==> config.mk <==
export PLATFORM = sky130hd
export DESIGN_NAME = adc_trimmed_mean_open_wire_check_top
export DESIGN_NICKNAME = d
export VERILOG_FILES = /design/src/sv/atmowc_pkg.sv /design/src/sv/atmowc_cfg.sv /design/src/sv/atmowc_acc.sv /design/src/sv/atmowc_div.sv /design/src/sv/adc_trimmed_mean_open_wire_check_top.sv
export SDC_FILE = /design/constraint.sdc
export NUM_CORES = 1
export LEC_CHECK = 0
export BUFFER_PORTS_ARGS = -buffer_cell sky130_fd_sc_hd__buf_2
export CORE_ASPECT_RATIO = 1.25
export CORE_MARGIN = 3
export CORE_UTILIZATION = 55
export CTS_CLUSTER_DIAMETER = 150
export DETAILED_ROUTE_END_ITERATION = 8
export PLACE_DENSITY = 0.76
export SETUP_SLACK_MARGIN = 0.5
export SKIP_LAST_GASP = 1
export SLEW_MARGIN = 15
export SYNTH_ARGS = -nofsm -noshare
export SYNTH_HDL_FRONTEND = slang
export SYNTH_SLANG_ARGS = --single-unit
==> constraint.sdc <==
create_clock -name clk -period 9.1 [get_ports clk]
set_input_delay 1.82 -clock clk [delete_from_list [all_inputs] [get_ports clk]]
set_output_delay 1.82 -clock clk [all_outputs]
set_load 0.02 [all_outputs]
==> src/sv/atmowc_pkg.sv <==
// shared constants, types and codes for the trimmed mean / open wire check block
package atmowc_pkg;

  localparam int CONVERSIONS = 16;
  localparam int SAMPLE_BITS = 10;
  localparam int CODE_BITS   = 10;
  localparam int THRESH_BITS = 10;
  localparam int KIND_BITS   = 2;

  localparam int CNT_BITS  = $clog2(CONVERSIONS);
  localparam int SUM_BITS  = SAMPLE_BITS + $clog2(CONVERSIONS);

  localparam int DIVISOR    = CONVERSIONS - 2;
  localparam int DIV_LOG    = $clog2(DIVISOR);
  localparam int DIV_SHIFT  = SUM_BITS + DIV_LOG;
  localparam int RECIP_BITS = SUM_BITS + 1;
  localparam int PROD_BITS  = DIV_SHIFT + SUM_BITS;
  localparam logic [RECIP_BITS-1:0] RECIP =
    RECIP_BITS'(((longint'(1) << DIV_SHIFT) / DIVISOR) + 1);

  localparam logic [SAMPLE_BITS-1:0] FULL_SCALE   = '1;
  localparam logic [THRESH_BITS-1:0] THRESH_RESET = THRESH_BITS'(600);

  localparam int IN_TDATA_BITS  = 16;
  localparam int IN_TUSER_BITS  = KIND_BITS;
  localparam int OUT_TDATA_BITS = 16;

  localparam int APB_ADDR_BITS = 3;
  localparam int APB_DATA_BITS = 32;
  localparam logic REG_SPREAD_THRESHOLD = 1'b0;

  typedef enum logic [KIND_BITS-1:0] {
    KIND_PROBE_HIGH = 2'd0,
    KIND_PROBE_LOW  = 2'd1,
    KIND_ACCUM      = 2'd2
  } kind_t;

  typedef struct packed {
    logic                fault;
    logic [SUM_BITS-1:0] trim;
  } res_t;

endpackage

==> src/sv/atmowc_cfg.sv <==
// apb register file holding the probe spread threshold
module atmowc_cfg
  import atmowc_pkg::*;
(
  input  logic                     clk,
  input  logic                     rst,
  input  logic                     psel,
  input  logic                     penable,
  input  logic                     pwrite,
  input  logic [APB_ADDR_BITS-1:0] paddr,
  input  logic [APB_DATA_BITS-1:0] pwdata,
  output logic [APB_DATA_BITS-1:0] prdata,
  output logic                     pready,
  output logic [THRESH_BITS-1:0]   threshold
);

  logic reg_sel;

  assign pready  = 1'b1;
  assign reg_sel = (paddr[APB_ADDR_BITS-1] == REG_SPREAD_THRESHOLD);

  always_ff @(posedge clk) begin
    if (rst) begin
      threshold <= THRESH_RESET;
    end else if (psel && penable && pwrite && pready && reg_sel) begin
      threshold <= pwdata[THRESH_BITS-1:0];
    end
  end

  always_comb begin
    prdata = '0;
    if (reg_sel) begin
      prdata = APB_DATA_BITS'(threshold);
    end
  end

endmodule

==> src/sv/atmowc_acc.sv <==
// input register, probe compare and running sum / min / max accumulation
module atmowc_acc
  import atmowc_pkg::*;
(
  input  logic                     clk,
  input  logic                     rst,
  input  logic                     s_tvalid,
  output logic                     s_tready,
  input  logic [IN_TDATA_BITS-1:0] s_tdata,
  input  logic [IN_TUSER_BITS-1:0] s_tuser,
  input  logic [THRESH_BITS-1:0]   threshold,
  output logic                     res_valid,
  input  logic                     res_ready,
  output res_t                     res
);

  logic                   in_valid;
  kind_t                  in_kind;
  logic [SAMPLE_BITS-1:0] in_sample;

  logic [SAMPLE_BITS-1:0] probe_high;
  logic [SUM_BITS-1:0]    running_sum;
  logic [SAMPLE_BITS-1:0] running_min;
  logic [SAMPLE_BITS-1:0] running_max;
  logic [CNT_BITS-1:0]    sample_count;

  logic [SAMPLE_BITS-1:0] probe_high_next;
  logic [SUM_BITS-1:0]    running_sum_next;
  logic [SAMPLE_BITS-1:0] running_min_next;
  logic [SAMPLE_BITS-1:0] running_max_next;
  logic [CNT_BITS-1:0]    sample_count_next;

  logic                   adv;
  logic                   take;
  logic                   emit;
  res_t                   res_next;

  logic [SUM_BITS-1:0]    sum_add;
  logic [SAMPLE_BITS-1:0] min_new;
  logic [SAMPLE_BITS-1:0] max_new;
  logic [SAMPLE_BITS-1:0] spread;
  logic                   last;

  assign adv      = !res_valid || res_ready;
  assign take     = in_valid && adv;
  assign s_tready = !in_valid || adv;

  always_ff @(posedge clk) begin
    if (rst) begin
      in_valid <= 1'b0;
    end else if (s_tready) begin
      in_valid <= s_tvalid;
    end
  end

  always_ff @(posedge clk) begin
    if (s_tvalid && s_tready) begin
      in_kind   <= kind_t'(s_tuser);
      in_sample <= s_tdata[SAMPLE_BITS-1:0];
    end
  end

  assign sum_add = running_sum + SUM_BITS'(in_sample);
  assign min_new = (in_sample < running_min) ? in_sample : running_min;
  assign max_new = (in_sample > running_max) ? in_sample : running_max;
  assign last    = (sample_count == CNT_BITS'(CONVERSIONS - 1));
  assign spread  = (probe_high > in_sample) ? (probe_high - in_sample)
                                            : (in_sample - probe_high);

  always_comb begin
    probe_high_next   = probe_high;
    running_sum_next  = running_sum;
    running_min_next  = running_min;
    running_max_next  = running_max;
    sample_count_next = sample_count;
    emit              = 1'b0;
    res_next.fault    = 1'b0;
    res_next.trim     = sum_add - SUM_BITS'(min_new) - SUM_BITS'(max_new);
    if (take) begin
      case (in_kind)
        KIND_PROBE_HIGH: begin
          probe_high_next   = in_sample;
          running_sum_next  = '0;
          running_min_next  = FULL_SCALE;
          running_max_next  = '0;
          sample_count_next = '0;
        end
        KIND_PROBE_LOW: begin
          running_sum_next  = '0;
          running_min_next  = FULL_SCALE;
          running_max_next  = '0;
          sample_count_next = '0;
          if (spread >= threshold) begin
            emit           = 1'b1;
            res_next.fault = 1'b1;
          end
        end
        KIND_ACCUM: begin
          if (last) begin
            emit              = 1'b1;
            running_sum_next  = '0;
            running_min_next  = FULL_SCALE;
            running_max_next  = '0;
            sample_count_next = '0;
          end else begin
            running_sum_next  = sum_add;
            running_min_next  = min_new;
            running_max_next  = max_new;
            sample_count_next = sample_count + CNT_BITS'(1);
          end
        end
        default: begin
        end
      endcase
    end
  end

  always_ff @(posedge clk) begin
    if (rst) begin
      probe_high   <= '0;
      running_sum  <= '0;
      running_min  <= FULL_SCALE;
      running_max  <= '0;
      sample_count <= '0;
    end else begin
      probe_high   <= probe_high_next;
      running_sum  <= running_sum_next;
      running_min  <= running_min_next;
      running_max  <= running_max_next;
      sample_count <= sample_count_next;
    end
  end

  always_ff @(posedge clk) begin
    if (rst) begin
      res_valid <= 1'b0;
    end else if (adv) begin
      res_valid <= emit;
    end
  end

  always_ff @(posedge clk) begin
    if (emit) begin
      res <= res_next;
    end
  end

`ifndef SYNTHESIS
  a_probe_clears: assert property (@(posedge clk) disable iff (rst)
    take && (in_kind == KIND_PROBE_HIGH || in_kind == KIND_PROBE_LOW)
      |=> running_sum == '0 && sample_count == '0)
    else $error("probe word did not clear accumulators");

  a_empty_sum: assert property (@(posedge clk) disable iff (rst)
    sample_count == '0 |-> running_sum == '0 && running_max == '0
      && running_min == FULL_SCALE)
    else $error("accumulators not clear at zero count");

  a_min_le_max: assert property (@(posedge clk) disable iff (rst)
    sample_count != '0 |-> running_min <= running_max)
    else $error("running min above running max");

  a_res_hold: assert property (@(posedge clk) disable iff (rst)
    res_valid && !res_ready |=> res_valid && $stable(res))
    else $error("pending result changed while stalled");
`endif

endmodule

==> src/sv/atmowc_div.sv <==
// reciprocal divide of the trimmed sum, clamp and output register
module atmowc_div
  import atmowc_pkg::*;
(
  input  logic                      clk,
  input  logic                      rst,
  input  logic                      res_valid,
  output logic                      res_ready,
  input  res_t                      res,
  output logic                      m_tvalid,
  input  logic                      m_tready,
  output logic [OUT_TDATA_BITS-1:0] m_tdata,
  output logic                      m_tuser
);

  logic [PROD_BITS-1:0]   prod;
  logic [SUM_BITS-1:0]    quot;
  logic [CODE_BITS-1:0]   mean;
  logic [CODE_BITS-1:0]   code_next;
  logic [CODE_BITS-1:0]   code;
  logic                   fault;

  assign res_ready = !m_tvalid || m_tready;

  assign prod      = PROD_BITS'(res.trim) * PROD_BITS'(RECIP);
  assign quot      = prod[DIV_SHIFT +: SUM_BITS];
  assign mean      = (quot > SUM_BITS'(FULL_SCALE)) ? CODE_BITS'(FULL_SCALE)
                                                    : CODE_BITS'(quot);
  assign code_next = res.fault ? '0 : mean;

  always_ff @(posedge clk) begin
    if (rst) begin
      m_tvalid <= 1'b0;
    end else if (res_ready) begin
      m_tvalid <= res_valid;
    end
  end

  always_ff @(posedge clk) begin
    if (res_valid && res_ready) begin
      code  <= code_next;
      fault <= res.fault;
    end
  end

  assign m_tdata = OUT_TDATA_BITS'(code);
  assign m_tuser = fault;

endmodule

==> src/sv/adc_trimmed_mean_open_wire_check_top.sv <==
// top level of the adc trimmed mean and open wire check block
//
//   channel  dir  handshake                       word
//   s_*      in   s_tvalid / s_tready             tdata: sample; tuser: kind
//   m_*      out  m_tvalid / m_tready             tdata: code; tuser: fault
//   apb      in   psel, penable, pwrite, pready   threshold at address 0
//
// one word accepted per cycle while the output is not stalled; a result leaves through
// the input register, the accumulate register and the divide and output register
// the mean uses a constant reciprocal multiply in the last stage
// rst is synchronous; it clears valids, accumulators and sets threshold to 600
// each register stage refills while the stage after it drains or is empty
module adc_trimmed_mean_open_wire_check_top
  import atmowc_pkg::*;
(
  input  logic                      clk,
  input  logic                      rst,
  input  logic                      s_tvalid,
  output logic                      s_tready,
  input  logic [IN_TDATA_BITS-1:0]  s_tdata,   // sample[9:0], zero pad
  input  logic [IN_TUSER_BITS-1:0]  s_tuser,   // kind[1:0]
  output logic                      m_tvalid,
  input  logic                      m_tready,
  output logic [OUT_TDATA_BITS-1:0] m_tdata,   // code[9:0], zero pad
  output logic                      m_tuser,   // fault[0]
  input  logic                      psel,
  input  logic                      penable,
  input  logic                      pwrite,
  input  logic [APB_ADDR_BITS-1:0]  paddr,
  input  logic [APB_DATA_BITS-1:0]  pwdata,
  output logic [APB_DATA_BITS-1:0]  prdata,
  output logic                      pready
);

  logic [THRESH_BITS-1:0] threshold;
  logic                   res_valid;
  logic                   res_ready;
  res_t                   res;

  atmowc_cfg u_cfg (
    .clk       (clk),
    .rst       (rst),
    .psel      (psel),
    .penable   (penable),
    .pwrite    (pwrite),
    .paddr     (paddr),
    .pwdata    (pwdata),
    .prdata    (prdata),
    .pready    (pready),
    .threshold (threshold)
  );

  atmowc_acc u_acc (
    .clk       (clk),
    .rst       (rst),
    .s_tvalid  (s_tvalid),
    .s_tready  (s_tready),
    .s_tdata   (s_tdata),
    .s_tuser   (s_tuser),
    .threshold (threshold),
    .res_valid (res_valid),
    .res_ready (res_ready),
    .res       (res)
  );

  atmowc_div u_div (
    .clk       (clk),
    .rst       (rst),
    .res_valid (res_valid),
    .res_ready (res_ready),
    .res       (res),
    .m_tvalid  (m_tvalid),
    .m_tready  (m_tready),
    .m_tdata   (m_tdata),
    .m_tuser   (m_tuser)
  );

endmodule
==> qor.txt, run 1 <==
RUN STATUS
--------------------------------------------------------------------------------------------------
Status                                                                                   completed

SETUP PATH
--------------------------------------------------------------------------------------------------
Category of the critical setup timing path                                                 reg2reg
CP startpoint                                                                         u_acc.res[11]
Number of buffers and inverters on the critical path                                             0
Crit Reg-Reg Startpoint                                                               u_acc.res[11]
Critical path peak fanout                                                                       10
Data arrival, critical path                                                                5950 ps
Kind of launch point of the worst setup path                                             flip-flop
Cell class contributing the biggest share of worst-path delay                          adder cells
Highest cell delay on the worst timing path                                                 540 ps
Cell chain of the critical path                                                       ha_1 -> fa_1 -> fa_1 -> fa_1 -> fa_1 -> fa_1 -> ha_1 -> a211o_1 -> o211ai_1 -> a21oi_1 -> a311o_1 -> a41oi_2 -> a211oi_1 -> o211a_1 -> nor3_2 -> a21oi_1
Worst path required time                                                                   9180 ps
Dominant cell type by count on the critical path                                              fa_1
Slowest cell on crit path                                                                     fa_1
Crit. End Element                                                                        flip-flop

LAYOUT
--------------------------------------------------------------------------------------------------
Post-layout nets                                                                             1,267
Area growth from synthesis to layout                                                         7.56%
Number of fill cells                                                                         1,382
Final instance area                                                                       9660 µm²
Commonest non-fill, non-tap cell in the layout                                                ha_1
Commonest non-fill, non-tap cells in the layout                                       171 x ha_1, 110 x inv_1, 89 x a21oi_1
Number of antenna repair diodes                                                                  0
Fraction of final layout cells with drive strength greater than 1                           0.0871

CLOCK NETWORK
--------------------------------------------------------------------------------------------------
Clock transition time at the flip-flop clock pins of the worst setup and hold paths          70 ps
Number of buffers created by CTS                                                                 9
Largest buffer count on any clock path                                                           2
Hold bufs inserted after CTS                                                                     0
Number of setup buffers added after CTS                                                          0
H-tree lvl count                                                                                 3
Insertion delay of the later-clocked pin in the worst-skew pair                             350 ps
Clock tree sinks                                                                                99
Clock tree from TritonCTS                                                                     done
Resized cells post-CTS                                                                           0
Clock tree root driver cell                                                              clkbuf_16

FLOORPLAN
--------------------------------------------------------------------------------------------------
Total core area                                                                         15,800 µm²
Number of cell rows                                                                             51
Chip height                                                                                 149 µm
Initial Util                                                                                 0.568
Overall die area                                                                        17,900 µm²
Die span in x                                                                               120 µm
Boundary pin count                                                                             112

LOGIC SYNTHESIS
--------------------------------------------------------------------------------------------------
Cell taking the most area after synthesis                                                     ha_1
Number of synthesized flops with an enable pin                                                  38
Mean cell area of the mapped netlist                                                      9.44 µm²
Leading cell types by total area after synthesis                                      ha_1 24%, dfxtp_1 14%, edfxtp_1 13%
Seq cells post-synth                                                                            99
Most used DFF post-synth                                                                   dfxtp_1
Share of synthesized flip-flops with an asynchronous set or reset                                0
Synth Instances                                                                                952
Sequential-to-total area share from yosys stat                                               0.263
Number of warning messages in the yosys log                                                      0
Portion of synthesized cell area occupied by the leading cell type                           0.238
Netlist cell types                                                                              63
Synth Cell Area                                                                           8980 µm²

PLACEMENT
--------------------------------------------------------------------------------------------------
Cell Area, Placed                                                                         9330 µm²
Buffers on Ports                                                                                52
Weighted congestion at the end of routability-driven global placement                        0.866
DP Wirelength                                                                              14.4 mm

TIMING
--------------------------------------------------------------------------------------------------
Final max-slew violation count                                                                   0
Summed negative setup slack over all endpoints                                                0 ps
Share of the clock period used by the worst path                                             0.645
Hold violation total from the final report                                                       0
Time the final worst path needs with I/O delays and setup                                  5870 ps
Clock Skew                                                                                 9.83 ps
Headroom to the max-slew limit                                                               0.400
Least-Margin Pin Slew                                                                       899 ps
Peak clock frequency supported by timing                                                 0.170 GHz
# setup viols final                                                                              0
Setup repair after global routing missed its margin                                             no

POWER AND IR DROP
--------------------------------------------------------------------------------------------------
Sw Share                                                                                     0.333
Leakage power total                                                                        4.70 nW
Max rail drop VDD                                                                      0.0000899 V
Share of power burned in combinational logic                                                 0.334
Share of total power in sequential cells                                                     0.365
Internal Dissipation                                                                    0.000921 W
Switching pwr                                                                           0.000460 W
Power per cell area                                                                     143 nW/µm²
Clock network power share                                                                    0.302

FLOW RUN
--------------------------------------------------------------------------------------------------
Count of max-cap constraint violations                                                           0

GLOBAL ROUTING
--------------------------------------------------------------------------------------------------
Overflow left after global routing                                                               0
Global-route wire length before repair                                                     31.0 mm
Antenna violations before repair                                                                 0
Tot GR Track Use                                                                             0.210
Maximum number of pins on one net before global-route repair                                    55
Number of global-route vias before repair                                                    6,866

DETAILED ROUTING
--------------------------------------------------------------------------------------------------
First-pass DRT Iterations                                                                        4
DRC Markers                                                                                      0
WL final                                                                                   18.1 mm
Wire per inst                                                                              14.9 µm
Initial DRC count                                                                              254
Number of vias per cell after detailed routing                                                5.55
Number of nets with antenna violations after detailed routing                                    0
Vias                                                                                         6,719

HOLD PATH
--------------------------------------------------------------------------------------------------
Start point of the worst min-delay path                                               u_cfg.threshold[8]
Worst hold-check path type                                                                 reg2reg

[per-layer routing]
metal  up-vias  global-route usage  part of all wire
met3        23              0.0224             0.024
met1      3226               0.248              0.42
met5         -                   0                 0
li1       3370                   -                 -
met2       100               0.401              0.53
met4         0              0.0601             0.017
[cell usage after synthesis, types with 3 or more instances]
| master | n |
|---|---|
| nand2_1 | 38 |
| inv_1 | 110 |
| edfxtp_1 | 38 |
| a22o_1 | 10 |
| a211oi_1 | 4 |
| nand3_1 | 18 |
| a22oi_1 | 9 |
| o211ai_1 | 4 |
| clkbuf_1 | 16 |
| o32a_1 | 11 |
| and2_1 | 5 |
| o21ai_0 | 25 |
| o21a_1 | 4 |
| ha_1 | 171 |
| fa_1 | 42 |
| buf_1 | 3 |
| mux2i_1 | 9 |
| a21o_1 | 27 |
| nand2b_1 | 7 |
| nor3_1 | 9 |
| a211o_1 | 10 |
| and3_1 | 5 |
| dfxtp_1 | 61 |
| or3_1 | 4 |
| a21oi_1 | 89 |
| nand4_1 | 7 |
| xor2_1 | 15 |
| xnor2_1 | 26 |
| buf_2 | 4 |
| nor2_1 | 87 |
| buf_4 | 29 |
| nor2b_1 | 10 |
| a31oi_1 | 3 |
| o21bai_1 | 5 |
[power by group through the flow]
stage / combinational, W / sequential [W] / clock (W)
2_1_floorplan: 0.000369 / 0.000507 / 0
3_3_place_gp: 0.000443 / 0.000513 / 0
3_5_place_dp: 0.000458 / 0.000514 / 0
4_1_cts: 0.000463 / 0.000504 / 0.000423
5_1_grt: 0.000526 / 0.000505 / 0.000439
6_report: 0.000461 / 0.000504 / 0.000416
[final timing paths]
check	to	slack, ps	depth (start not counted)
worst max-delay path	u_div.code[9]	3230	16
worst min-delay path	u_cfg.threshold[8]	450	2
worst min register to register	u_cfg.threshold[8]	450	2
worst max register to register	u_div.code[9]	3230	16
[kinds of logic after synthesis]
group                      after synthesis  synth area share
adders and majority gates              213             0.332
xor gates and xnor gates                41            0.0400
muxes                                   11            0.0125
buffers and inverters                  162            0.0804
DFF                                     99             0.263
and+or+nand+nor                        201             0.105
other                                    2          0.000836
AOI/OAI and AO/OA                      223             0.167
[area by class of cell]
type	count	area, µm²	share of cell area
sequential	99	2360	0.244
clock inverter	6	76.3	0.00790
clock buffer	10	250	0.0259
tap	212	265	0.0274
multi-input combinational	718	6010	0.622
timing repair buffer	56	290	0.0300
inverter	110	413	0.0427
[registers in the layout (all words and copies together), names as in the netlist]
register	count
u_acc.probe_high	10
u_acc.res	15
u_acc.running_min	10
u_acc.in_valid	1
u_acc.res_valid	1
u_div.m_tvalid	1
u_cfg.threshold	10
u_div.m_tuser	1
u_acc.in_sample	10
u_acc.running_sum	14
u_acc.sample_count	4
u_acc.in_kind	2
u_div.code	10
u_acc.running_max	10
[worst register-to-register path, cell delays in order (launching register included)]
cell	delay, ps
edfxtp_1	470
ha_1	250
fa_1	450
fa_1	540
fa_1	440
fa_1	540
fa_1	430
ha_1	230
a211o_1	280
o211ai_1	100
a21oi_1	90
a311o_1	450
a41oi_2	280
a211oi_1	150
o211a_1	240
nor3_2	500
a21oi_1	140
[through the flow]
step | total power [W] | setup WS, ps | hold WS (ps) | util | cells
floorplan | 0.000876 | 3750 | 424 | - | 979
global placement | 0.000956 | 3280 | 443 | 0.590 | 1195
detailed placement | 0.000971 | 3250 | 447 | 0.590 | 1195
CTS | 0.00139 | 3230 | 457 | 0.610 | 1211
global route | 0.00147 | 2920 | 469 | 0.611 | 1211
finish | 0.00138 | 3230 | 455 | 0.611 | 1211
No activity file was read; power rests on OpenSTA's default activity.
==> run 2: changes to the inputs <==
--- a/config.mk
+++ b/config.mk
@@ -8,10 +8,10 @@
 export BUFFER_PORTS_ARGS = -buffer_cell sky130_fd_sc_hd__buf_2
 export CORE_ASPECT_RATIO = 1.25
 export CORE_MARGIN = 3
-export CORE_UTILIZATION = 55
+export CORE_UTILIZATION = 54
 export CTS_CLUSTER_DIAMETER = 150
 export DETAILED_ROUTE_END_ITERATION = 8
-export PLACE_DENSITY = 0.76
+export PLACE_DENSITY = 0.78
 export SETUP_SLACK_MARGIN = 0.5
 export SKIP_LAST_GASP = 1
 export SLEW_MARGIN = 15
==> constraint.sdc (replaced) <==
create_clock -name clk -period 4.9 [get_ports clk]
set_input_delay 0.98 -clock clk [delete_from_list [all_inputs] [get_ports clk]]
set_output_delay 0.98 -clock clk [all_outputs]
set_load 0.02 [all_outputs]
==> qor.txt, run 2 (same netlist as run 1, synthesis figures left out) <==
HOLD PATH
--------------------------------------------------------------------------------------------------
Number of cells on the worst hold path                                                           2
Worst hold-check path type                                                                 reg2reg
Hold endpoint                                                                         u_cfg.threshold[1]
Start point of the worst min-delay path                                               u_cfg.threshold[1]

DETAILED ROUTING
--------------------------------------------------------------------------------------------------
Vias                                                                                         7,449
Wire per inst                                                                              16.6 µm
Number of nets with antenna violations after detailed routing                                    0
First-pass DRT Iterations                                                                        8
WL final                                                                                   21.6 mm
Initial DRC count                                                                              449
DRC Markers                                                                                      0
Number of vias per cell after detailed routing                                                5.70

RUN STATUS
--------------------------------------------------------------------------------------------------
Status                                                                                finished, violations left
Failing checks                                                                        setup timing

SETUP PATH
--------------------------------------------------------------------------------------------------
Slowest cell on crit path                                                                     fa_1
Depth of the most critical reg-to-reg path                                                      16
Crit Reg-Reg Startpoint                                                               u_acc.res[13]
Dominant cell type by count on the critical path                                              fa_1
Data arrival, critical path                                                                5370 ps
Cell chain of the critical path                                                       ha_4 -> fa_1 -> fa_1 -> fa_1 -> fa_1 -> fa_1 -> ha_2 -> o211ai_1 -> a21oi_1 -> a311o_2 -> a41oi_4 -> a211oi_4 -> o211a_1 -> nor3_4 -> buf_12 -> a21oi_1
Critical path peak fanout                                                                       10
Highest cell delay on the worst timing path                                                 520 ps
Critical register-to-register path endpoint                                           u_div.code[4]
Worst path required time                                                                   5000 ps
Reg-to-reg setup timing slack                                                              -370 ps
Kind of launch point of the worst setup path                                             flip-flop
Crit. End Element                                                                        flip-flop
Category of the critical setup timing path                                                 reg2reg

CLOCK NETWORK
--------------------------------------------------------------------------------------------------
Number of buffers created by CTS                                                                 9
Insertion delay of the later-clocked pin in the worst-skew pair                             360 ps
Clock transition time at the flip-flop clock pins of the worst setup and hold paths          80 ps
Largest buffer count on any clock path                                                           2
H-tree lvl count                                                                                 3
Clock tree from TritonCTS                                                                     done
Clock tree root driver cell                                                              clkbuf_16
Clock tree sinks                                                                                99

FLOORPLAN
--------------------------------------------------------------------------------------------------
Die span in x                                                                               121 µm
Total core area                                                                         16,300 µm²
Chip height                                                                                 150 µm
Initial Util                                                                                 0.552
Number of cell rows                                                                             52
Overall die area                                                                        18,200 µm²
Boundary pin count                                                                             112

TIMING
--------------------------------------------------------------------------------------------------
Summed negative setup slack over all endpoints                                            -3650 ps
Peak clock frequency supported by timing                                                 0.190 GHz
Share of the clock period used by the worst path                                              1.08
Time the final worst path needs with I/O delays and setup                                  5270 ps
Final hold slack                                                                            456 ps
Post-route worst setup slack                                                               -373 ps
Headroom to the max-slew limit                                                               0.378
Least-Margin Pin Slew                                                                       930 ps
Final max-slew violation count                                                                   0
Setup repair after global routing missed its margin                                            yes
Clock Skew                                                                                 11.6 ps
# setup viols final                                                                             10
Hold violation total from the final report                                                       0

PLACEMENT
--------------------------------------------------------------------------------------------------
DP Wirelength                                                                              15.2 mm
Buffers on Ports                                                                                52
Weighted congestion at the end of routability-driven global placement                        0.878
Cell Area, Placed                                                                         9780 µm²

LAYOUT
--------------------------------------------------------------------------------------------------
Post-layout utilization of the core                                                          0.664
Commonest non-fill, non-tap cells in the layout                                       159 x ha_1, 106 x inv_1, 84 x nor2_1
Post-layout nets                                                                             1,358
Commonest non-fill, non-tap cell in the layout                                                ha_1
Most flops, register                                                                     u_acc.res
Number of antenna repair diodes                                                                  0
Area growth from synthesis to layout                                                         20.2%
Regs by FF count                                                                      u_acc.res (15), u_acc.running_sum (14)
Number of flip-flops in the largest register                                                    15
Final instance area                                                                     10,800 µm²
Fraction of final layout cells with drive strength greater than 1                            0.212

POWER AND IR DROP
--------------------------------------------------------------------------------------------------
Max rail drop VDD                                                                       0.000190 V
Power per cell area                                                                     264 nW/µm²
Leakage power total                                                                        5.20 nW
Post-layout total power                                                                  0.00285 W

FLOW RUN
--------------------------------------------------------------------------------------------------
Count of max-cap constraint violations                                                           0

GLOBAL ROUTING
--------------------------------------------------------------------------------------------------
Number of global-route vias before repair                                                    7,525
Antenna violations before repair                                                                 0
Tot GR Track Use                                                                             0.231
Overflow left after global routing                                                               0
Global-route wire length before repair                                                     34.1 mm
Maximum number of pins on one net before global-route repair                                    44

## run 2: cell types whose count changed in the layout (fill, tap and decap cells not counted), moves of 6 or more
cell,delta
a21oi_2,+11
a21oi_1,-15
ha_1,-12
buf_4,+71
buf_6,+16
ha_4,+8
o21ai_0,-6
## run 2: where the power goes
group | switching, W | leakage (nW) | internal [W]
clock network | 0.000331 | 0.131 | 0.000350
logic | 0.000641 | 4.23 | 0.000606
registers | 0.0000184 | 0.844 | 0.000904
## run 2: what timing repair did
action,4_1_cts,5_1_grt
buffers inserted,28,19
hold endpoints to repair,0,0
setup endpoints to repair,30,33
hold buffers,0,0
gates resized for setup,24,45
pin swaps,31,36
gates cloned,0,2
## run 2: metrics by stage
| step | setup WS [ps] | instances |
|---|---|---|
| floorplan | -77.8 | 979 |
| global placement | -312 | 1241 |
| detailed placement | -496 | 1241 |
| CTS | -351 | 1285 |
| global route | -556 | 1306 |
| finish | -373 | 1306 |
## run 2: metal layers
metal,GRT usage,share of wire,vias to the layer above
li1,-,-,3549
met1,0.254,0.38,3585
met2,0.435,0.54,240
met3,0.0233,0.038,75
met4,0.122,0.047,0
met5,0,0,-
## run 2: worst max-delay path by stage
stage                        startpoint             to  slack, ps
after floorplan           u_acc.res[13]  u_div.code[0]        -80
after global placement    u_acc.res[13]  u_div.code[2]       -310
after detailed placement  u_acc.res[13]  u_div.code[4]       -500
after CTS                 u_acc.res[13]  u_div.code[4]       -350
after global routing      u_acc.res[13]  u_div.code[0]       -560
final                     u_acc.res[13]  u_div.code[4]       -370
## run 2: critical path: cells and delay by family (launching register included)
| kind | cells | cell delay, ps |
|---|---|---|
| flip-flops | 1 | 440 |
| buffers and inverters | 1 | 150 |
| AO/OA/AOI/OAI | 7 | 1380 |
| AND/OR/NAND/NOR | 1 | 150 |
| adder cells (fa/ha/maj) | 7 | 2890 |
## run 2: area by class of cell
class / count / area, µm²
repair buffers: 147 / 1090
inverters: 110 / 415
well taps: 216 / 270
flip-flops and latches: 99 / 2360
fillers: 1221 / 5470
clock buffers: 10 / 229
multi-input cells: 718 / 6380
clock inverters: 6 / 48.8
